## src/rtl/core/mvt_pkg.sv

```systemverilog
package mvt_pkg;

   localparam int ELEM_WIDTH_DEF = 32;
   localparam int FRAC_BITS_DEF  = 16;
   localparam int NUM_LANES      = 4;
   localparam int COL_BITS       = 2;

   typedef enum logic {
      CMD_LOAD  = 1'b0,
      CMD_XFORM = 1'b1
   } cmd_type;

   typedef struct packed {
      logic                valid;
      cmd_type             cmd;
      logic [COL_BITS-1:0] col;
   } ctl_type;

endpackage

```

## src/rtl/core/mvt_sat.sv

```systemverilog
module mvt_sat #(
   parameter int ELEM_WIDTH = mvt_pkg::ELEM_WIDTH_DEF,
   parameter int FRAC_BITS  = mvt_pkg::FRAC_BITS_DEF
) (
   input  logic                                             clock,
   input  logic                                             reset,
   input  mvt_pkg::ctl_type                                 in_ctl,
   output logic                                             in_ready,
   input  logic [mvt_pkg::NUM_LANES-1:0][2*ELEM_WIDTH+1:0]  in_sum,
   output logic                                             rsp_valid,
   input  logic                                             rsp_ready,
   output logic [mvt_pkg::NUM_LANES-1:0][ELEM_WIDTH-1:0]    rsp_data,
   output logic                                             rsp_saturated
);

   localparam int SUM_W = 2*ELEM_WIDTH+2;
   localparam int HI_W  = SUM_W-ELEM_WIDTH+1;
   localparam int LANES = mvt_pkg::NUM_LANES;

   logic                             valid_ff;
   logic [LANES-1:0][ELEM_WIDTH-1:0] data_ff;
   logic [LANES-1:0][ELEM_WIDTH-1:0] data_in;
   logic                             sat_ff;
   logic                             sat_in;
   logic                             take;

   assign in_ready = !valid_ff || rsp_ready;
   assign take     = in_ctl.valid && in_ready;

   always_comb begin
      logic signed [SUM_W-1:0] shifted;
      logic [HI_W-1:0]         hi;
      sat_in = 1'b0;
      for (int k = 0; k < LANES; k++) begin
         shifted = $signed(in_sum[k]) >>> FRAC_BITS;
         hi      = shifted[SUM_W-1:ELEM_WIDTH-1];
         if ((&hi) || !(|hi)) begin
            data_in[k] = shifted[ELEM_WIDTH-1:0];
         end else begin
            sat_in = 1'b1;
            if (shifted[SUM_W-1]) begin
               data_in[k] = {1'b1, {(ELEM_WIDTH-1){1'b0}}};
            end else begin
               data_in[k] = {1'b0, {(ELEM_WIDTH-1){1'b1}}};
            end
         end
      end
   end

   always_ff @(posedge clock) begin
      if (reset) begin
         valid_ff <= 1'b0;
      end else if (in_ready) begin
         // load items end here without a result
         valid_ff <= take && (in_ctl.cmd == mvt_pkg::CMD_XFORM);
      end
   end

   always_ff @(posedge clock) begin
      if (take) begin
         data_ff <= data_in;
         sat_ff  <= sat_in;
      end
   end

   assign rsp_valid     = valid_ff;
   assign rsp_data      = data_ff;
   assign rsp_saturated = sat_ff;

endmodule

```

## config.mk

```make
export PLATFORM = sky130hd
export DESIGN_NAME = mvt_sat
export DESIGN_NICKNAME = d
export VERILOG_FILES = /design/src/rtl/core/mvt_pkg.sv /design/src/rtl/core/mvt_sat.sv
export SDC_FILE = /design/constraint.sdc
export NUM_CORES = 1
export LEC_CHECK = 0
export BUFFER_PORTS_ARGS = -buffer_cell sky130_fd_sc_hd__buf_4
export CAP_MARGIN = 20
export CORE_AREA = 2 2 156 158
export CTS_BUF_LIST = sky130_fd_sc_hd__clkbuf_8 sky130_fd_sc_hd__clkbuf_16
export CTS_CLUSTER_SIZE = 28
export DETAILED_ROUTE_END_ITERATION = 10
export DIE_AREA = 0 0 158 160
export GPL_ROUTABILITY_DRIVEN = 0
export GPL_TIMING_DRIVEN = 1
export PLACE_DENSITY = 0.63
export RECOVER_POWER = 50
export SYNTH_ARGS = -nofsm -noshare
export SYNTH_HDL_FRONTEND = slang
export SYNTH_SLANG_ARGS = --single-unit
export TNS_END_PERCENT = 100
```

## constraint.sdc

```tcl
create_clock -name clock -period 7.8 [get_ports clock]
set_input_delay 0.39 -clock clock [delete_from_list [all_inputs] [get_ports clock]]
set_output_delay 0.39 -clock clock [all_outputs]
set_load 0.005 [all_outputs]
```

==> flow_metrics.env <==
export IMPL_worst_pin_slew_ns=1.12
export IMPL_dpl_worst_slack_ns=5.11
export IMPL_grtUsageMet3=0.0502
export IMPL_critPathKind="register to register"
export IMPL_grt_max_degree=76
export IMPL_coreArea_um2=23800
export IMPL_die_w_um=158
export IMPL_seq_area_frac_synth=0.689
export IMPL_num_rows=57
export IMPL_dpl_hpwl_mm=11.4
export IMPL_arrival_ns=2.54
export IMPL_synthToLayoutAreaGrowth_pct=53.9
export IMPL_grt_pass1_vias=4346
export IMPL_synth_area_top_cells="edfxtp_1 69%, a21o_2 13%, a21o_1 5.2%"
export IMPL_hold_path_depth=2
export IMPL_synth_seq_cells=130
export IMPL_via_per_inst=4.28
export IMPL_cts_resized=0
export IMPL_drc_errors=0
export IMPL_path_clk_slew_ns=0.06
export IMPL_required_ns=7.82
export IMPL_hold_viol=0
export IMPL_hold_class="input port to register"
export IMPL_worstPathMaxFanout=75
export IMPL_die_h_um=160
export IMPL_period_needed_ns=2.52
export IMPL_n_antenna_cell=0
export IMPL_syn_nets=618
export IMPL_final_cell_mix="204 x buf_4, 129 x edfxtp_1, 85 x a21o_2, 79 x clkbuf_4, 57 x clkbuf_1"
export IMPL_yosys_cell_types_count=21
export IMPL_final_cell_area_um2=8700
export IMPL_dpl_cell_area_um2=8390
export IMPL_grt_use_met1=0.147
export IMPL_use_met2=0.208
export IMPL_max_freq_mhz=397
export IMPL_antenna_left=0
export IMPL_slowest_delay_ns=0.87
export IMPL_cts_buffers=17
export IMPL_peakVddDrop_v=0.000113
export IMPL_layout_commonest_cell="buf_4"
export IMPL_final_max_slew_viol_count=0
export IMPL_dr_pass1_iters=4
export IMPL_cts_sinks=130
export IMPL_routed_wl_mm=15.9
export IMPL_grt_busiest_layer="met2"
export IMPL_cts_buffer_depth=2
export IMPL_utilization=0.365
export IMPL_setup_viol=0
export IMPL_clock_latency_ns=0.41
export IMPL_hold_buffers=0
export IMPL_layout_drive_gt1_share=0.588
export IMPL_r2r_start="rsp_valid"
export IMPL_cts_htree_levels=4
export IMPL_relSlewSlack=0.251
export IMPL_syn_area_um2=5650
export IMPL_grt_util_all_layers=0.124
export IMPL_drtIter0Drc=205
export IMPL_startpoint="rsp_valid"
export IMPL_worstHoldStart="reset"
export IMPL_grt_pass1_wl_mm=23.8
export IMPL_via_count=4341
export IMPL_start_util=0.237
export IMPL_yosys_area_top_type="edfxtp_1"
export IMPL_fin_nets=949
export IMPL_yosys_warnings=0
export IMPL_post_cts_buffers=0
export IMPL_finalClockSkew_ns=0.0106
export IMPL_maxCapViolCount=0
export IMPL_avgSynthCellArea_um2=16.3
export IMPL_startpoint_type="register"
export IMPL_power_density_nw_per_um2=202
export IMPL_crit_chain="nand2b_1 > and2_4 > buf_4"
export IMPL_outcome="finished clean"
export IMPL_cp_end_kind="register"
export IMPL_fin_cells=1015
export IMPL_fin_ws_ns=5.28
export IMPL_rsz0062_at_grt="false"
export IMPL_ios=402
export IMPL_port_buffers=335
export IMPL_antenna_found_initial=0
export IMPL_root_buffer="clkbuf_16"
export IMPL_p_leak_nw=3.82
export IMPL_grt_ovfl_total=0
export IMPL_synth_top_area_share=0.685
export IMPL_fin_setup_tns_ns=0
export IMPL_wl_per_cell_um=15.6
export IMPL_period_share=0.323
export IMPL_placed_cells=983
export IMPL_r2r_cells=3
export IMPL_die_area_um2=25300
export IMPL_cp_slowest_cell="buf_4"
export IMPL_synthesis_instances=347
export IMPL_cts_tree="yes"
[critical path: cells and delay by family, from the launching register on]
kind	cells	cell delay [ns]
buffers and inverters	1	0.87
and+or+nand+nor	2	0.81
DFF	1	0.32
[synth_stat cells]
cell             n
a311oi_2         3
nor4_2           4
buf_4            3
a21oi_1          1
a21o_2          85
and2_1           1
a31o_2           4
nand2_1          1
dlygate4sd3_1    3
nor2_1           8
buf_6           18
a311oi_1         1
buf_2            3
edfxtp_1       129
nand2b_1         1
clkbuf_1         1
nor4_1          16
and3_1           4
nand4_1         21
dfxtp_1          1
a21o_1          39
[layer usage]
layer  wire (µm)  share of wire
met1        6340           0.40
met2        7710           0.49
met3        1650           0.10
met4         157         0.0099
met5           0              0
[sequential cells by signal, summed over array words and instances, names as in the netlist]
| register | count |
|---|---|
| rsp_data | 128 |
| rsp_valid | 1 |
| rsp_saturated | 1 |
[metrics by stage]
| stage | power (mW) | hold WS [ns] |
|---|---|---|
| 2_1_floorplan | 0.909 | 0.459 |
| 3_3_place_gp | 1.06 | 0.510 |
| 3_5_place_dp | 1.07 | 0.535 |
| 4_1_cts | 1.82 | 0.106 |
| 5_1_grt | 1.84 | 0.118 |
| 6_report | 1.76 | 0.133 |
[logic make-up after synthesis]
kind of cell    Yosys count  share of synthesized area
compound gates          133                      0.200
buf+inv                  28                     0.0485
flops                   130                      0.689
simple gates             56                     0.0624
[path summary, 6_finish.rpt]
check | end | slack (ns)
max | rsp_data[125] | 5.28
min | rsp_valid | 0.13
max reg2reg | rsp_data[125] | 5.28
min reg2reg | rsp_valid | 0.54
[area by class of cell]
cell class / instances / area (µm²)
fill: 2381 / 15100
sequential: 130 / 3890
timing repair buffer: 340 / 2340
multi-input combinational: 189 / 1530
clock buffer: 17 / 425
tap: 324 / 405
clock inverter: 15 / 105
[where the power goes]
group	internal [mW]	switching (mW)
Sequential	0.818	0.0106
Combinational	0.121	0.0822
Clock	0.429	0.295
Total	1.37	0.388
(Power assumes the default switching activity.)
